## src/aes_block_encrypt_defines.svh

```systemverilog
// Assertion helpers for the AES block encryptor.
`ifndef AES_BLOCK_ENCRYPT_DEFINES_SVH
`define AES_BLOCK_ENCRYPT_DEFINES_SVH
`ifndef SYNTHESIS
`define AES_ASSERT(label, clk, rst_n, prop, msg) \
	label: assert property (@(posedge clk) disable iff (!rst_n) (prop)) else $error(msg);
`define AES_ASSERT_RST(label, clk, rst_n, prop, msg) \
	label: assert property (@(posedge clk) (!rst_n) |-> (prop)) else $error(msg);
`else
`define AES_ASSERT(label, clk, rst_n, prop, msg)
`define AES_ASSERT_RST(label, clk, rst_n, prop, msg)
`endif
`endif

```

## src/aesbe_pkg.sv

```systemverilog
package aesbe_pkg;
	localparam int RkDepth = 60;
	localparam int MaxRounds = 14;
	localparam int NumStages = MaxRounds + 1;

	typedef enum logic [2:0] {
		REG_MODE = 3'd0,
		REG_KEY0 = 3'd1,
		REG_KEY1 = 3'd2,
		REG_KEY2 = 3'd3,
		REG_KEY3 = 3'd4
	} reg_idx_t;

	typedef logic [127:0] block_t;

	typedef struct packed {
		logic       busy;
		logic [3:0] num_rounds;
	} key_status_t;

	localparam logic [7:0] SBOX [256] = '{
	8'h63,8'h7c,8'h77,8'h7b,8'hf2,8'h6b,8'h6f,8'hc5,8'h30,8'h01,8'h67,8'h2b,8'hfe,8'hd7,8'hab,8'h76,
	8'hca,8'h82,8'hc9,8'h7d,8'hfa,8'h59,8'h47,8'hf0,8'had,8'hd4,8'ha2,8'haf,8'h9c,8'ha4,8'h72,8'hc0,
	8'hb7,8'hfd,8'h93,8'h26,8'h36,8'h3f,8'hf7,8'hcc,8'h34,8'ha5,8'he5,8'hf1,8'h71,8'hd8,8'h31,8'h15,
	8'h04,8'hc7,8'h23,8'hc3,8'h18,8'h96,8'h05,8'h9a,8'h07,8'h12,8'h80,8'he2,8'heb,8'h27,8'hb2,8'h75,
	8'h09,8'h83,8'h2c,8'h1a,8'h1b,8'h6e,8'h5a,8'ha0,8'h52,8'h3b,8'hd6,8'hb3,8'h29,8'he3,8'h2f,8'h84,
	8'h53,8'hd1,8'h00,8'hed,8'h20,8'hfc,8'hb1,8'h5b,8'h6a,8'hcb,8'hbe,8'h39,8'h4a,8'h4c,8'h58,8'hcf,
	8'hd0,8'hef,8'haa,8'hfb,8'h43,8'h4d,8'h33,8'h85,8'h45,8'hf9,8'h02,8'h7f,8'h50,8'h3c,8'h9f,8'ha8,
	8'h51,8'ha3,8'h40,8'h8f,8'h92,8'h9d,8'h38,8'hf5,8'hbc,8'hb6,8'hda,8'h21,8'h10,8'hff,8'hf3,8'hd2,
	8'hcd,8'h0c,8'h13,8'hec,8'h5f,8'h97,8'h44,8'h17,8'hc4,8'ha7,8'h7e,8'h3d,8'h64,8'h5d,8'h19,8'h73,
	8'h60,8'h81,8'h4f,8'hdc,8'h22,8'h2a,8'h90,8'h88,8'h46,8'hee,8'hb8,8'h14,8'hde,8'h5e,8'h0b,8'hdb,
	8'he0,8'h32,8'h3a,8'h0a,8'h49,8'h06,8'h24,8'h5c,8'hc2,8'hd3,8'hac,8'h62,8'h91,8'h95,8'he4,8'h79,
	8'he7,8'hc8,8'h37,8'h6d,8'h8d,8'hd5,8'h4e,8'ha9,8'h6c,8'h56,8'hf4,8'hea,8'h65,8'h7a,8'hae,8'h08,
	8'hba,8'h78,8'h25,8'h2e,8'h1c,8'ha6,8'hb4,8'hc6,8'he8,8'hdd,8'h74,8'h1f,8'h4b,8'hbd,8'h8b,8'h8a,
	8'h70,8'h3e,8'hb5,8'h66,8'h48,8'h03,8'hf6,8'h0e,8'h61,8'h35,8'h57,8'hb9,8'h86,8'hc1,8'h1d,8'h9e,
	8'he1,8'hf8,8'h98,8'h11,8'h69,8'hd9,8'h8e,8'h94,8'h9b,8'h1e,8'h87,8'he9,8'hce,8'h55,8'h28,8'hdf,
	8'h8c,8'ha1,8'h89,8'h0d,8'hbf,8'he6,8'h42,8'h68,8'h41,8'h99,8'h2d,8'h0f,8'hb0,8'h54,8'hbb,8'h16
	};

	function automatic logic [7:0] xtime(input logic [7:0] b);
		return {b[6:0], 1'b0} ^ (b[7] ? 8'h1b : 8'h00);
	endfunction

	function automatic logic [31:0] sub_word(input logic [31:0] w);
		return {SBOX[w[31:24]], SBOX[w[23:16]], SBOX[w[15:8]], SBOX[w[7:0]]};
	endfunction

	// SubBytes and ShiftRows; byte r of column c sits at bits 127-8*(4c+r).
	function automatic block_t sub_shift(input block_t s);
		block_t t;
		for (int c = 0; c < 4; c++) begin
			for (int r = 0; r < 4; r++) begin
				t[127 - 8 * (4 * c + r) -: 8] = SBOX[s[127 - 8 * (4 * ((c + r) % 4) + r) -: 8]];
			end
		end
		return t;
	endfunction

	function automatic block_t mix_columns(input block_t s);
		block_t t;
		logic [7:0] a0, a1, a2, a3, all;
		for (int c = 0; c < 4; c++) begin
			a0 = s[127 - 32 * c -: 8];
			a1 = s[119 - 32 * c -: 8];
			a2 = s[111 - 32 * c -: 8];
			a3 = s[103 - 32 * c -: 8];
			all = a0 ^ a1 ^ a2 ^ a3;
			t[127 - 32 * c -: 8] = a0 ^ all ^ xtime(a0 ^ a1);
			t[119 - 32 * c -: 8] = a1 ^ all ^ xtime(a1 ^ a2);
			t[111 - 32 * c -: 8] = a2 ^ all ^ xtime(a2 ^ a3);
			t[103 - 32 * c -: 8] = a3 ^ all ^ xtime(a3 ^ a0);
		end
		return t;
	endfunction
endpackage

```

## src/aesbe_round.sv

```systemverilog
// One cipher round stage with registered output and stall hold.
module aesbe_round
	import aesbe_pkg::*;
(
	input  logic        clk,
	input  logic        arst_n,
	input  logic        adv,
	input  logic        in_valid,
	input  block_t      in_state,
	input  logic        do_round,
	input  logic        is_final,
	input  logic [127:0] round_key,
	output logic        out_valid,
	output block_t      out_state
);
	block_t ss, mixed, nxt;
	assign ss = sub_shift(in_state);
	assign mixed = mix_columns(ss);
	always_comb begin
		priority if (!do_round) nxt = in_state;
		else if (is_final) nxt = ss ^ round_key;
		else nxt = mixed ^ round_key;
	end
	always_ff @(posedge clk or negedge arst_n) begin
		if (!arst_n) out_valid <= 1'b0;
		else if (adv) out_valid <= in_valid;
	end
	always_ff @(posedge clk) begin
		if (adv) out_state <= nxt;
	end
endmodule

```

## config.mk

```make
export PLATFORM = sky130hd
export DESIGN_NAME = aesbe_round
export DESIGN_NICKNAME = d
export VERILOG_FILES = /design/src/aes_block_encrypt_defines.svh /design/src/aesbe_pkg.sv /design/src/aesbe_round.sv
export SDC_FILE = /design/constraint.sdc
export NUM_CORES = 2
export LEC_CHECK = 0
export BUFFER_PORTS_ARGS = -buffer_cell sky130_fd_sc_hd__buf_2
export CAP_MARGIN = 20
export CORE_ASPECT_RATIO = 0.75
export CORE_UTILIZATION = 51
export DETAILED_ROUTE_END_ITERATION = 10
export PLACE_DENSITY = 0.68
export SETUP_SLACK_MARGIN = 0.3
export SLEW_MARGIN = 20
export SYNTH_ARGS = -nofsm -noshare
export SYNTH_HDL_FRONTEND = slang
export SYNTH_SLANG_ARGS = --single-unit
```

## constraint.sdc

```tcl
create_clock -name clk -period 2.05 [get_ports clk]
set_input_delay 0 -clock clk [delete_from_list [all_inputs] [get_ports clk]]
set_output_delay 0 -clock clk [all_outputs]
set_load 0.005 [all_outputs]
```

==> run_results.csv, run 1 <==
group,metric,value,unit
synth,synth_seq_cells,129,
global_route,gr-total-overflow,184,
floorplan,boundaryPins,391,
synth,synth_edf_count,128,
floorplan,rows,114,
synth,async_flop_share,0.007752,
timing,postGrtWorstEndpoint,"out_state[68]$_DFFE_PP_/D",
run_status,status,"aborted with a tool error",
clocking,htreeDepth,4,
placed_design,dpl_cell_area,96550,um^2
synth,synthCells,9532,
placed_design,portBuffers,390,
synth,ys.flop_type,"edfxtp_1",
placed_design,dpl_worst_slack,-2.015,ns
synth,synth_nets,10031,
run_status,stop_error,"[ERROR GRT-0232] Routing congestion too high. Check the congestion heatmap in the GUI.",
global_route,grt_max_degree,67,
synth,ys_types,128,
floorplan,initial_core_util,0.5146,
timing,endpoint_type,"sequential cell input",
run_status,haltStage,"global routing (5_1_grt)",
clocking,cts_buffer_depth,2,
placed_design,gp_congestion,1.265,
synth,ys_warn_count,0,
synth,avgSynthCellArea,6.968,um^2
placed_design,dp_hpwl,330.6,mm
floorplan,die_w,418.7,um
synth,synth_area,66420,um^2
synth,seq_area_frac_synth,0.05824,
clocking,cts_root_buffer,"clkbuf_16",
global_route,grt_usage,0.8215,
floorplan,die_h,314.5,um
clocking,cts_buffers,17,
clocking,clkSinkCount,129,
## timing repair
action | in CTS
hold buffers | 79
pin swaps | 551
endpoints found under the setup margin | 128
setup buffers | 288
cloned | 6
resized for setup | 1469
endpoints found under the hold margin | 97
## cells by family after synthesis
group	Yosys count	share of synthesized area
xor+xnor	608	0.09273
fa+ha+maj	238	0.04479
buf+inv	1330	0.08934
flops	129	0.05824
simple gates	3295	0.2502
mux	362	0.09189
compound gates	3570	0.3728
## layer usage
metal  overflow  GRT usage
met3          9     0.7320
met4         93     0.7509
met2         76     0.9256
met1          5     0.8450
met5          1     0.5092
## Yosys cell counts, types with 58 or more instances
master	n	area [um^2]
buf_4	63	473.0
o311ai_0	154	1349
nand2b_1	346	2165
or2_2	80	500.5
nor3_1	345	1727
and3_1	80	500.5
nor2_1	668	2507
o211ai_1	176	1321
nor3b_1	60	450.4
a21o_1	75	563.0
a311o_1	58	580.6
clkbuf_1	603	2263
nor2b_1	299	1871
buf_1	94	352.8
mux4_2	191	4302
a221oi_1	77	674.4
a211oi_1	193	1449
o31ai_1	128	960.9
o221ai_1	105	919.6
inv_1	133	499.2
buf_2	372	1862
xnor2_1	361	3162
a21oi_1	719	3598
o21ai_0	742	3714
nand3_1	327	1637
nand2_1	710	2665
and2_1	101	631.9
xor2_1	179	1568
mux2i_1	122	1221
ha_1	237	2965
o22ai_1	66	412.9
or3_1	74	462.9
a311oi_1	153	1340
edfxtp_1	128	3844
a31oi_1	215	1345
## through the flow
stage	utilization	instances	hold slack (ns)
after CTS	0.8295	14534	0.0008330
after detailed placement	0.7479	14129	-0.2233
after global placement	0.7479	14129	-0.2244
after floorplan	-	9532	-0.2956
==> run 2: changes to the inputs <==
- CORE_ASPECT_RATIO: 0.75 -> not set
- CORE_UTILIZATION: 51 -> 36
- PLACE_DENSITY: 0.68 -> not set
- PLACE_DENSITY_LB_ADDON: not set -> 0.15
- SETUP_SLACK_MARGIN: 0.3 -> not set
==> run_results.csv, run 2 <==
group,metric,value,unit
worst_setup_path,worstSetupEndpointType,"flip-flop",
synth,ys_types,128,
worst_setup_path,startpoint_type,"input pin",
timing,min_period,3.168,ns
worst_setup_path,crit_type,"input pin to flip-flop",
timing,fmax,315.7,MHz
clocking,htreeDepth,4,
clocking,cts_buffers,17,
run_status,status,"finished, violations left",
route,routed-wl-met3,56.94,mm
timing,slew_headroom,0.3083,
power_and_ir_drop,p_leak,47.94,nW
route,wirelength,463.0,mm
placed_design,dpl_cell_area,99800,um^2
synth,synth_area_leader_cell,"mux4_2",
route,topRoutingLayerUsed,"met5",
synth,seq_area_frac_synth,0.05824,
finish,fill_cells,16178,
worst_setup_path,path_max_fanout,5,
route,first_pass_iters,7,
worst_hold_path,min_path_type,"input pin to flip-flop",
timing,rsz0062_at_grt,"yes",
worst_setup_path,worst-path-buf-inv,8,
route,wl_per_cell,29.68,um
placed_design,dp.cells,15080,
synth,synth.area.top_cells,"mux4_2 (6.5%), edfxtp_1 (5.8%), o21ai_0 (5.6%)",
timing,slew_violations,0,
finish,nets,13591,
floorplan,die_h,431.5,um
timing,hold_viol,0,
global_route,grt_usage,0.4704,
synth,ys.flop_type,"edfxtp_1",
finish,final_common_cell,"buf_4",
synth,yosysTopAreaCellShare,0.06476,
route,vias,102841,
synth,yosysMostFrequentCell,"o21ai_0",
power_and_ir_drop,ir_drop,0.0007800,V
floorplan,core,183100,um^2
floorplan,initial_core_util,0.3628,
worst_setup_path,crit_arrival,3.41,ns
clocking,cts_root_buffer,"clkbuf_16",
synth,async_flop_share,0.007752,
floorplan,rows,157,
finish,fin_area,113000,um^2
placed_design,dp_hpwl,358.8,mm
worst_setup_path,slowest_stage,"mux4_2",
clocking,clkTransAtPathRegs,0.07,ns
synth,synth_seq_cells,129,
worst_setup_path,crit_path_frequent_cell,"buf_4",
job,drv_cap,0,
worst_setup_path,reg2reg_slack,0.75,ns
timing,report.final.setup_viol,128,
synth,synthTopCellsByCount,"o21ai_0 (742), a21oi_1 (719), nand2_1 (710)",
global_route,grt_pass1_vias,98397,
run_status,violations,"negative setup slack",
timing,fin_crit_sh,1.545,
global_route,gr-total-overflow,0,
synth,synth_nets,10031,
route,ant_nets,0,
synth,synth_edf_count,128,
synth,synthCells,9532,
clocking,clkSinkCount,129,
clocking,cts_buffer_depth,2,
power_and_ir_drop,p_total,0.05141,W
synth,synth_area,66420,um^2
route,viasPerCell,6.593,
synth,avgSynthCellArea,6.968,um^2
floorplan,die-area,186200,um^2
finish,layout_common_cells,"buf_4 (3746), nand2_1 (676), a21oi_1 (646), o21ai_0 (603), nor2_1 (581)",
floorplan,die_w,431.5,um
placed_design,dpl_worst_slack,-1.999,ns
clocking,insertion_delay,0.55,ns
floorplan,boundaryPins,391,
finish,final_util,0.6172,
worst_setup_path,worstPathCellList,"buf_12, clkinv_8, ha_4, buf_6, buf_4, buf_4, mux4_2, o221ai_2, a21o_1, a211oi_4, buf_12, xnor2_4, buf_6, xnor3_1, xnor3_1, mux2i_1, buf_4, xnor2_2, mux2i_1",
timing,tightest_slew,1.034,ns
global_route,grt_max_degree,89,
global_route,grt_pass1_wl,665.9,mm
route,drt-met1-wl,169.8,mm
finish,area_growth,70.12,%
finish,reg_top3,"out_state (128), out_valid (1)",
synth,ys_warn_count,0,
power_and_ir_drop,power_density,455.0,nW/um^2
route,drc,0,
finish,top_register,"out_state",
worst_setup_path,crit_family,"buffers and inverters",
placed_design,portBuffers,390,
finish,instances_no_fill,15598,
worst_setup_path,max_stage_delay,0.48,ns
timing,worst_slack,-1.118,ns
route,dr_wl_met2,192.2,mm
global_route,antenna_found_initial,43,
placed_design,gp_congestion,1.152,
finish,largest_reg_flops,128,
finish,drive_gt1_frac,0.4805,
worst_setup_path,critPathRequiredTime,2.29,ns
clocking,cts_tree,"yes",
route,dr.first_iter.drc_count,16137,
timing,clock_skew,0,ns
[run 2: what timing repair did]
action	in CTS	in global routing
endpoints found under the setup margin	128	128
cloned	7	0
hold buffers	78	0
setup buffers	329	76
pin swaps	541	229
hold endpoints to repair	93	0
resized for setup	1496	360
[run 2: through the flow]
step	hold WS [ns]	TNS (ns)
after floorplan	-0.2956	-128.57
after global placement	-0.2244	-211.81
after detailed placement	-0.2241	-212.66
after CTS	0.008814	-93.69
after global routing	0.05116	-118.47
final	0.04198	-110.05
[run 2: final cells by class]
type                       count  area [um^2]  area share
antenna                       29        72.57   0.0006422
clock buffer                  17        425.4    0.003765
clock inverter                15        219.0    0.001938
inverter                     166        842.1    0.007452
multi-input combinational   8073        65310      0.5780
sequential                   129         3869     0.03424
tap                         2464         3083     0.02728
timing repair buffer        4705        39180      0.3467
[run 2: worst min-delay path, cell delays in order]
cell     delay, ns
buf_2         0.09
xnor2_1       0.07
a21oi_1       0.15
o31ai_2       0.08
[run 2: layer usage]
metal / up-vias / track usage
li1: 43438 / -
met1: 48663 / 0.5903
met2: 8542 / 0.6921
met3: 2176 / 0.1146
met4: 22 / 0.3573
met5: - / 0
[run 2: logic make-up after synthesis]
logic type,Yosys count,share of synthesized area
and+or+nand+nor,3295,0.2502
AOI/OAI and AO/OA,3570,0.3728
xor gates and xnor gates,608,0.09273
adders and majority gates,238,0.04479
muxes,362,0.09189
buffers and inverters,1330,0.08934
DFF,129,0.05824
[run 2: worst paths after layout]
kind,start,endpoint,cells past startpoint
worst max-delay path,in_state[112],out_state[20]$_DFFE_PP_,19
worst min-delay path,round_key[8],out_state[8]$_DFFE_PP_,4
min in group asynchronous,arst_n,out_valid$_DFFE_PN0P_,3
worst max register to register,out_valid$_DFFE_PN0P_,out_valid$_DFFE_PN0P_,2
worst min register to register,out_valid$_DFFE_PN0P_,out_valid$_DFFE_PN0P_,2
max in group asynchronous,arst_n,out_valid$_DFFE_PN0P_,3
[run 2: power breakdown]
part / internal [W] / switching, W
clock: 0.00207 / 0.00169
combinational: 0.0211 / 0.0225
sequential: 0.00361 / 0.000355
total: 0.0268 / 0.0246
No activity file was read; power rests on OpenSTA's default activity.
