## src/aes_block_encrypt_defines.svh

```systemverilog
// Assertion helpers for the AES block encryptor.
`ifndef AES_BLOCK_ENCRYPT_DEFINES_SVH
`define AES_BLOCK_ENCRYPT_DEFINES_SVH
`ifndef SYNTHESIS
`define AES_ASSERT(label, clk, rst_n, prop, msg) \
	label: assert property (@(posedge clk) disable iff (!rst_n) (prop)) else $error(msg);
`define AES_ASSERT_RST(label, clk, rst_n, prop, msg) \
	label: assert property (@(posedge clk) (!rst_n) |-> (prop)) else $error(msg);
`else
`define AES_ASSERT(label, clk, rst_n, prop, msg)
`define AES_ASSERT_RST(label, clk, rst_n, prop, msg)
`endif
`endif

```

## src/aesbe_pkg.sv

```systemverilog
package aesbe_pkg;
	localparam int RkDepth = 60;
	localparam int MaxRounds = 14;
	localparam int NumStages = MaxRounds + 1;

	typedef enum logic [2:0] {
		REG_MODE = 3'd0,
		REG_KEY0 = 3'd1,
		REG_KEY1 = 3'd2,
		REG_KEY2 = 3'd3,
		REG_KEY3 = 3'd4
	} reg_idx_t;

	typedef logic [127:0] block_t;

	typedef struct packed {
		logic       busy;
		logic [3:0] num_rounds;
	} key_status_t;

	localparam logic [7:0] SBOX [256] = '{
	8'h63,8'h7c,8'h77,8'h7b,8'hf2,8'h6b,8'h6f,8'hc5,8'h30,8'h01,8'h67,8'h2b,8'hfe,8'hd7,8'hab,8'h76,
	8'hca,8'h82,8'hc9,8'h7d,8'hfa,8'h59,8'h47,8'hf0,8'had,8'hd4,8'ha2,8'haf,8'h9c,8'ha4,8'h72,8'hc0,
	8'hb7,8'hfd,8'h93,8'h26,8'h36,8'h3f,8'hf7,8'hcc,8'h34,8'ha5,8'he5,8'hf1,8'h71,8'hd8,8'h31,8'h15,
	8'h04,8'hc7,8'h23,8'hc3,8'h18,8'h96,8'h05,8'h9a,8'h07,8'h12,8'h80,8'he2,8'heb,8'h27,8'hb2,8'h75,
	8'h09,8'h83,8'h2c,8'h1a,8'h1b,8'h6e,8'h5a,8'ha0,8'h52,8'h3b,8'hd6,8'hb3,8'h29,8'he3,8'h2f,8'h84,
	8'h53,8'hd1,8'h00,8'hed,8'h20,8'hfc,8'hb1,8'h5b,8'h6a,8'hcb,8'hbe,8'h39,8'h4a,8'h4c,8'h58,8'hcf,
	8'hd0,8'hef,8'haa,8'hfb,8'h43,8'h4d,8'h33,8'h85,8'h45,8'hf9,8'h02,8'h7f,8'h50,8'h3c,8'h9f,8'ha8,
	8'h51,8'ha3,8'h40,8'h8f,8'h92,8'h9d,8'h38,8'hf5,8'hbc,8'hb6,8'hda,8'h21,8'h10,8'hff,8'hf3,8'hd2,
	8'hcd,8'h0c,8'h13,8'hec,8'h5f,8'h97,8'h44,8'h17,8'hc4,8'ha7,8'h7e,8'h3d,8'h64,8'h5d,8'h19,8'h73,
	8'h60,8'h81,8'h4f,8'hdc,8'h22,8'h2a,8'h90,8'h88,8'h46,8'hee,8'hb8,8'h14,8'hde,8'h5e,8'h0b,8'hdb,
	8'he0,8'h32,8'h3a,8'h0a,8'h49,8'h06,8'h24,8'h5c,8'hc2,8'hd3,8'hac,8'h62,8'h91,8'h95,8'he4,8'h79,
	8'he7,8'hc8,8'h37,8'h6d,8'h8d,8'hd5,8'h4e,8'ha9,8'h6c,8'h56,8'hf4,8'hea,8'h65,8'h7a,8'hae,8'h08,
	8'hba,8'h78,8'h25,8'h2e,8'h1c,8'ha6,8'hb4,8'hc6,8'he8,8'hdd,8'h74,8'h1f,8'h4b,8'hbd,8'h8b,8'h8a,
	8'h70,8'h3e,8'hb5,8'h66,8'h48,8'h03,8'hf6,8'h0e,8'h61,8'h35,8'h57,8'hb9,8'h86,8'hc1,8'h1d,8'h9e,
	8'he1,8'hf8,8'h98,8'h11,8'h69,8'hd9,8'h8e,8'h94,8'h9b,8'h1e,8'h87,8'he9,8'hce,8'h55,8'h28,8'hdf,
	8'h8c,8'ha1,8'h89,8'h0d,8'hbf,8'he6,8'h42,8'h68,8'h41,8'h99,8'h2d,8'h0f,8'hb0,8'h54,8'hbb,8'h16
	};

	function automatic logic [7:0] xtime(input logic [7:0] b);
		return {b[6:0], 1'b0} ^ (b[7] ? 8'h1b : 8'h00);
	endfunction

	function automatic logic [31:0] sub_word(input logic [31:0] w);
		return {SBOX[w[31:24]], SBOX[w[23:16]], SBOX[w[15:8]], SBOX[w[7:0]]};
	endfunction

	// SubBytes and ShiftRows; byte r of column c sits at bits 127-8*(4c+r).
	function automatic block_t sub_shift(input block_t s);
		block_t t;
		for (int c = 0; c < 4; c++) begin
			for (int r = 0; r < 4; r++) begin
				t[127 - 8 * (4 * c + r) -: 8] = SBOX[s[127 - 8 * (4 * ((c + r) % 4) + r) -: 8]];
			end
		end
		return t;
	endfunction

	function automatic block_t mix_columns(input block_t s);
		block_t t;
		logic [7:0] a0, a1, a2, a3, all;
		for (int c = 0; c < 4; c++) begin
			a0 = s[127 - 32 * c -: 8];
			a1 = s[119 - 32 * c -: 8];
			a2 = s[111 - 32 * c -: 8];
			a3 = s[103 - 32 * c -: 8];
			all = a0 ^ a1 ^ a2 ^ a3;
			t[127 - 32 * c -: 8] = a0 ^ all ^ xtime(a0 ^ a1);
			t[119 - 32 * c -: 8] = a1 ^ all ^ xtime(a1 ^ a2);
			t[111 - 32 * c -: 8] = a2 ^ all ^ xtime(a2 ^ a3);
			t[103 - 32 * c -: 8] = a3 ^ all ^ xtime(a3 ^ a0);
		end
		return t;
	endfunction
endpackage

```

## src/aesbe_key_expand.sv

```systemverilog
// Expands the cipher key one word per cycle after every register write.
// Round keys are held in flip-flops so every round stage reads its own four words.
module aesbe_key_expand
	import aesbe_pkg::*;
(
	input  logic                clk,
	input  logic                arst_n,
	input  logic                cfg_we,
	input  logic [2:0]          cfg_index,
	input  logic [63:0]         cfg_data,
	output logic [RkDepth*32-1:0] round_keys,
	output key_status_t         status
);
	logic [1:0]  mode_q;
	logic [63:0] key_q [4];
	logic [31:0] rk_q [RkDepth];
	logic [31:0] win_q [8];
	logic [5:0]  idx_q;
	logic [2:0]  phase_q;
	logic [7:0]  rcon_q;
	logic        busy_q;
	logic [1:0]  eff_mode;
	logic [3:0]  nk;
	logic [5:0]  total;
	logic [31:0] prev, t, nxt, wr_word;
	logic        cfg_hit;
	logic        exp_en;

	assign eff_mode = (mode_q == 2'd3) ? 2'd2 : mode_q;
	assign nk = 4'd4 + {1'b0, eff_mode, 1'b0};
	assign total = 6'd4 * (6'(nk) + 6'd7);
	assign cfg_hit = cfg_we && cfg_index <= 3'(REG_KEY3);
	assign exp_en = busy_q && !cfg_hit;
	// The window holds the last eight words written, newest first.
	assign prev = win_q[0];

	always_comb begin
		t = prev;
		if (phase_q == 3'd0) begin
			t = sub_word({prev[23:0], prev[31:24]}) ^ {rcon_q, 24'h0};
		end else if (nk == 4'd8 && phase_q == 3'd4) begin
			t = sub_word(prev);
		end
		nxt = win_q[3'(nk - 4'd1)] ^ t;
	end

	always_comb begin
		if (idx_q < 6'(nk)) begin
			wr_word = idx_q[0] ? key_q[idx_q[2:1]][31:0] : key_q[idx_q[2:1]][63:32];
		end else if (idx_q < total) begin
			wr_word = nxt;
		end else begin
			wr_word = 32'h0;
		end
	end

	always_ff @(posedge clk or negedge arst_n) begin
		if (!arst_n) begin
			mode_q  <= 2'd0;
			for (int k = 0; k < 4; k++) key_q[k] <= 64'h0;
			busy_q  <= 1'b1;
			idx_q   <= 6'd0;
			phase_q <= 3'd0;
			rcon_q  <= 8'h01;
		end else if (cfg_hit) begin
			if (cfg_index == 3'(REG_MODE)) mode_q <= cfg_data[1:0];
			else key_q[cfg_index[1:0] - 2'd1] <= cfg_data;
			busy_q  <= 1'b1;
			idx_q   <= 6'd0;
			phase_q <= 3'd0;
			rcon_q  <= 8'h01;
		end else if (busy_q) begin
			if (idx_q == 6'(RkDepth - 1)) busy_q <= 1'b0;
			idx_q <= idx_q + 6'd1;
			if (idx_q >= 6'(nk)) begin
				phase_q <= (phase_q == 3'(nk - 4'd1)) ? 3'd0 : phase_q + 3'd1;
				if (phase_q == 3'd0) rcon_q <= xtime(rcon_q);
			end
		end
	end

	// Payload of the store: key words first, then expansion, zero past the end.
	always_ff @(posedge clk) begin
		if (exp_en) begin
			rk_q[idx_q] <= wr_word;
			win_q[0] <= wr_word;
			for (int k = 1; k < 8; k++) win_q[k] <= win_q[k - 1];
		end
	end

	always_comb begin
		for (int k = 0; k < RkDepth; k++) round_keys[32 * k +: 32] = rk_q[k];
	end
	assign status.busy = busy_q;
	assign status.num_rounds = nk + 4'd6;
endmodule

```

## config.mk

```make
export PLATFORM = sky130hd
export DESIGN_NAME = aesbe_key_expand
export DESIGN_NICKNAME = d
export VERILOG_FILES = /design/src/aes_block_encrypt_defines.svh /design/src/aesbe_pkg.sv /design/src/aesbe_key_expand.sv
export SDC_FILE = /design/constraint.sdc
export NUM_CORES = 2
export LEC_CHECK = 0
export ABC_AREA = 1
export BUFFER_PORTS_ARGS = -buffer_cell sky130_fd_sc_hd__buf_2
export CORE_AREA = 2 2 769 771
export DETAILED_ROUTE_END_ITERATION = 8
export DIE_AREA = 0 0 771 773
export PLACE_DENSITY = 0.34
export SKIP_LAST_GASP = 1
export SYNTH_ARGS = -nofsm -noshare
export SYNTH_HDL_FRONTEND = slang
export SYNTH_SLANG_ARGS = --single-unit
```

## constraint.sdc

```tcl
create_clock -name clk -period 22.6 [get_ports clk]
set_clock_uncertainty 0.05 [all_clocks]
set_input_delay 2.26 -clock clk [delete_from_list [all_inputs] [get_ports clk]]
set_output_delay 2.26 -clock clk [all_outputs]
set_load 0.005 [all_outputs]
```

Word level (Yosys, flattened, before mapping) --
Memories as Yosys holds them, arrays and structs flattened. Cells that the tools add are included.
Word-level totals: memories kept 6, output and inout port bits 1925, input bits 70, RAM bits 2176, bits in latches 0, ROM bits 8192, register bits after elaboration 276, word-level logic and storage cells 98
Operators by class: multiply operators 0, order comparisons 11, eq/ne operators 5, mux-type cells 36, div/mod/pow operators 0, bitwise operators 10, reduce and logical (&&, ||, !) cells 14, add/subtract/negate cells 7, shift-type cells 0
Memory list:
- (no name shown) | words 256, bits a word 8, rd ports 1, clocked after memory_dff 0, wr ports 0, line aesbe_pkg.sv:45 | return {SBOX[w[31:24]], SBOX[w[23:16]], SBOX[w[15:8]], SBOX[w[7:0]]};
- (no name shown) | words 256, bits a word 8, rd ports 1, clocked after memory_dff 0, wr ports 0, line aesbe_pkg.sv:45
- (no name shown) | words 256, bits a word 8, rd ports 1, clocked after memory_dff 0, wr ports 0, line aesbe_pkg.sv:45
- (no name shown) | words 256, bits a word 8, rd ports 1, clocked after memory_dff 0, wr ports 0, line aesbe_pkg.sv:45
- rk_q | words 60, bits a word 32, rd ports 60, clocked after memory_dff 0, wr ports 1, line aesbe_key_expand.sv:16 | logic [31:0] rk_q [RkDepth];
- win_q | words 8, bits a word 32, rd ports 8, clocked after memory_dff 0, wr ports 8, line aesbe_key_expand.sv:17 | logic [31:0] win_q [8];
Operator list (count):
- $bwmux 256 | 1
- $mux 64 | 3
- $mux 32 | 5
- $bmux 64 s2 | 1
- $demux 64 s2 | 1
- $mux 8 | 12
- $xor 32x32->32 | 2
- $ge 9x9->1 const B | 4
- $not 8->9 | 4
- $mux 3 | 4
- $mux 6 | 2
- $add 4x3->4 const B | 2
- $xor 8x5->8 | 1
- $add 6x1->6 const B | 1
- $eq 6x6->1 const B | 1
- $ge 3x3->1 const B | 2
- $ge 6x4->1 | 1
- $logic_not 3->1 | 2
- $lt 6x4->1 | 1
- $lt 6x6->1 | 1
- $not 2->3 | 2
- $reduce_and 2->1 | 3
- $reduce_bool 2->1 | 3
- $mux 1 | 5
- other kinds (16) | 19

Longest topological paths before layout --
word-level depth 10, depth in mapped cells 19

Least setup slack after synthesis --
No wires, ideal clock.
path type input -> register, start input cfg_index[1], end memory rk_q[40][0], enable pin, arrival 18.018 ns, setup time 0.421 ns, buffers on the path 0, stages on the path 6, data required time 22.129 ns, setup slack 4.111 ns, cells stage by stage nor2_1 nand2_1 nand2_1 nor2_1 nand3_1 nor2_1
Between the ends: longest elaborated chain between the ends 6
Ends and longest elaborated chain:
- start: declaration | line aesbe_key_expand.sv:9 | input logic [2:0] cfg_index,
- $le 3x3->1 | line aesbe_key_expand.sv:32 | assign cfg_hit = cfg_we && cfg_index <= 3'(REG_KEY3);
- $logic_and 1x1->1 | line aesbe_key_expand.sv:32
- $logic_not 1->1 | line aesbe_key_expand.sv:33 | assign exp_en = busy_q && !cfg_hit;
- $logic_and 1x1->1 | line aesbe_key_expand.sv:33
- via exp_en | line aesbe_key_expand.sv:27 | logic exp_en;
- $mux 1 | line aesbe_key_expand.sv:84 | if (exp_en) begin
- $mux 1 (implied by the code) | line aesbe_key_expand.sv:85 | rk_q[idx_q] <= wr_word;
- end: declaration | line aesbe_key_expand.sv:16
The timed path passes the listed nets, and every way through them passes these cells.

Final worst setup path --
start input cfg_index[1], end memory rk_q[28][30], enable pin
The elaborated chain is that of the path after synthesis.

==> results_dict.tcl <==
set metrics [dict create \
    status "completed" \
    ant_nets 0 \
    die_area_sq_um 596000 \
    die_height_um 773 \
    max_slew_margin_pct 12.6 \
    grt_usage_pct 15.8 \
    vias_per_cell 3.98 \
    top_layer "met5" \
    reg2reg_to "rk_q[34][13]$_DFFE_PP_" \
    syn_area_per_cell_sq_um 14.2 \
    nets 8693 \
    grt_setup_unrepaired "no" \
    finalHoldViolCount 0 \
    clk_latency_ps 950 \
    gp_congestion 0.881 \
    core_area_sq_um 588000 \
    drc 0 \
    holdBufCountCts 0 \
    slew_violations 0 \
    final_cell_mix "edfxtp_1 (2176), buf_2 (1991), nand2_1 (1214)" \
    start_kind "input pin" \
    wl_per_cell_um 29.8 \
    yosys-top-cells-area "edfxtp_1 (72%), dfrtp_1 (7.5%), nand3_1 (5.5%), nand2_1 (5.2%), o21ai_0 (1.6%)" \
    tightestPinTransition_ps 1310 \
    worstHoldPathType "flop to flop" \
    numCtsBuffers 294 \
    start_util_pct 15.5 \
    portBuffers 1992 \
    finalWirelength_mm 496 \
    num_rows 282 \
    min_period_ps 5770 \
    synth_edf_count 2176 \
    post_cts_buffers 0 \
    required_ps 23080 \
    path_cells "buf_2, nor2_1, nand2_1, nand2_1, nor2_4, buf_4, nand3_1, buf_4, nor2_4, buf_4" \
    path_clk_slew_ps 60 \
    grt_max_degree 192 \
    yosys.area.top_type_share_pct 71.8 \
    met3_wirelength_mm 39.2 \
    timing.rr.start "win_q[0][1]$_DFFE_PP_" \
    die_w_um 771 \
    hpwl_mm 342 \
    fin_crit_sh_pct 25.5 \
    grt.overflow.total 0 \
    timing.fmax_mhz 173 \
    wl_met2_mm 247 \
    nFillCells 63400 \
    cts_resized 0 \
    clock_path_buffers 4 \
    worstPathArrival_ps 6250 \
    final_common_cell "edfxtp_1" \
    clock-sinks 2452 \
    synth_cells 6398 \
    cts_tree "yes" \
    antenna_found_initial 112 \
    worst_path_max_delay_cell "nor2_4" \
    critPathMaxFanout 53 \
    layout_setup_ws_ps 16830 \
    wl_met1_mm 191 \
    setup_tns_ps 0 \
    peakVddDrop_mv 0.105 \
    area_growth_pct 32.8 \
    post-place-ws_ps 15680 \
    yosysSeqAreaShare_pct 79.3 \
    maxCapViolations 0 \
    ys_types 45 \
    grt_pass1_wl_mm 645 \
    reg2regPathDepth 20 \
    synth_ff_type "edfxtp_1" \
    r2r_slack_ps 16870 \
    cts_max_level 5 \
    vias 66200 \
    p_per_area_nw_per_um2 150 \
    cts_root_buf "clkbuf_16" \
    final_util_pct 20.6 \
    slowest_delay_ps 680 \
    holdPathEnd "win_q[3][25]$_DFFE_PP_" \
    grt_pass1_vias 65100 \
    critPathCaptureType "flop" \
    synth_area_sq_um 91100 \
    leakage_nw 45.3 \
    yosysTopAreaCell "edfxtp_1" \
    ys_seq_elements 2452 \
    yosys_warnings 0 \
    drt-pass1-iter-count 6 \
    async_flop_share_pct 11.3 \
    path_class "input pin to flop" \
    min_from "win_q[2][25]$_DFFE_PP_" \
    pin_count 1995 \
    cp_common_cell "buf_4" \
    drt_first_iter_violations 7160 \
    hold_path_depth 0 \
    layout-drive-gt1-share_pct 31.4 \
    setup-violations-final 0 \
]
-- flip-flops by register name, summed over array words and instances (netlist names) --
name,flops
key_q,256
idx_q,6
win_q,256
rk_q,1920
mode_q,2
busy_q,1
phase_q,3
rcon_q,8
-- metal layers --
| metal | vias to the layer above | GRT usage (%) |
|---|---|---|
| met3 | 633 | 4.02 |
| met1 | 34500 | 18.7 |
| li1 | 27700 | - |
| met4 | 10 | 5.20 |
| met2 | 3372 | 27.9 |
| met5 | - | 0 |
-- cell families (layout without fill, tap and decap cells) --
family / count (synthesis) / in the layout / share of synthesized area, %
and+or+nand+nor: 2565 / 2565 / 12.2
buffers and inverters: 583 / 2971 / 2.68
muxes: 1 / 1 / 0.0110
adders and majority gates: 65 / 65 / 0.893
other: 2 / 48 / 0.00825
xor gates and xnor gates: 1 / 1 / 0.00962
DFF: 2452 / 2452 / 79.3
AOI/OAI and AO/OA: 729 / 729 / 4.83
-- power breakdown --
group          switching (mW)  internal (mW)
sequential              0.153           6.24
combinational            5.99           1.20
clock                    2.02           2.56
total                    8.17           10.0
-- final cells by class --
class / count / area, sq um / area share [%]
multi-input combinational: 3364 / 17200 / 14.2
tap: 7810 / 9770 / 8.08
antenna: 45 / 113 / 0.0931
timing repair buffer: 2163 / 11300 / 9.33
sequential: 2452 / 72300 / 59.8
inverter: 283 / 1070 / 0.885
clock inverter: 150 / 1460 / 1.21
clock buffer: 375 / 7740 / 6.40
-- critical path: cells and delay by family --
kind | cells | cell delay (ps)
and+or+nand+nor | 6 | 2160
buffers and inverters | 4 | 1600
-- Yosys cell counts (3+ instances only) --
| library cell | count |
|---|---|
| edfxtp_1 | 2176 |
| nand2_1 | 1250 |
| nand3_1 | 1002 |
| o21ai_0 | 292 |
| dfrtp_1 | 274 |
| inv_1 | 249 |
| nor2_1 | 222 |
| clkbuf_1 | 158 |
| a22oi_1 | 127 |
| a21oi_1 | 124 |
| buf_2 | 82 |
| ha_1 | 65 |
| o211ai_1 | 65 |
| o21a_1 | 62 |
| buf_1 | 31 |
| nand2_2 | 28 |
| inv_2 | 25 |
| nand4_1 | 23 |
| buf_4 | 21 |
| o21ai_1 | 21 |
| nor2_2 | 19 |
| a221oi_1 | 10 |
| a31oi_1 | 10 |
| nand3b_1 | 10 |
| buf_6 | 8 |
| a21oi_2 | 6 |
| clkinv_1 | 6 |
| o2111ai_1 | 5 |
| nor3_1 | 4 |
| inv_4 | 3 |
-- worst max path at each step --
stage	start	to	slack, ps	depth (start not counted)
2_1_floorplan	cfg_index[1]	rk_q[40][0]$_DFFE_PP_	4110	6
3_3_place_gp	cfg_index[1]	rk_q[28][4]$_DFFE_PP_	15760	10
3_5_place_dp	cfg_index[1]	rk_q[28][14]$_DFFE_PP_	15680	10
4_1_cts	cfg_index[1]	rk_q[28][30]$_DFFE_PP_	16700	10
5_1_grt	cfg_index[1]	rk_q[28][30]$_DFFE_PP_	16580	10
6_report	cfg_index[1]	rk_q[28][30]$_DFFE_PP_	16830	10
-- through the flow --
stage / power [mW] / area, sq um / cells / hold slack (ps)
5_1_grt: 18.9 / 121000 / 16600 / 329
2_1_floorplan: 9.43 / 91100 / 6399 / 350
3_3_place_gp: 13.9 / 112000 / 16100 / 350
6_report: 18.2 / 121000 / 16600 / 345
4_1_cts: 18.5 / 121000 / 16600 / 312
3_5_place_dp: 13.8 / 112000 / 16100 / 355
Note: power is estimated with default switching activity, not from simulation.
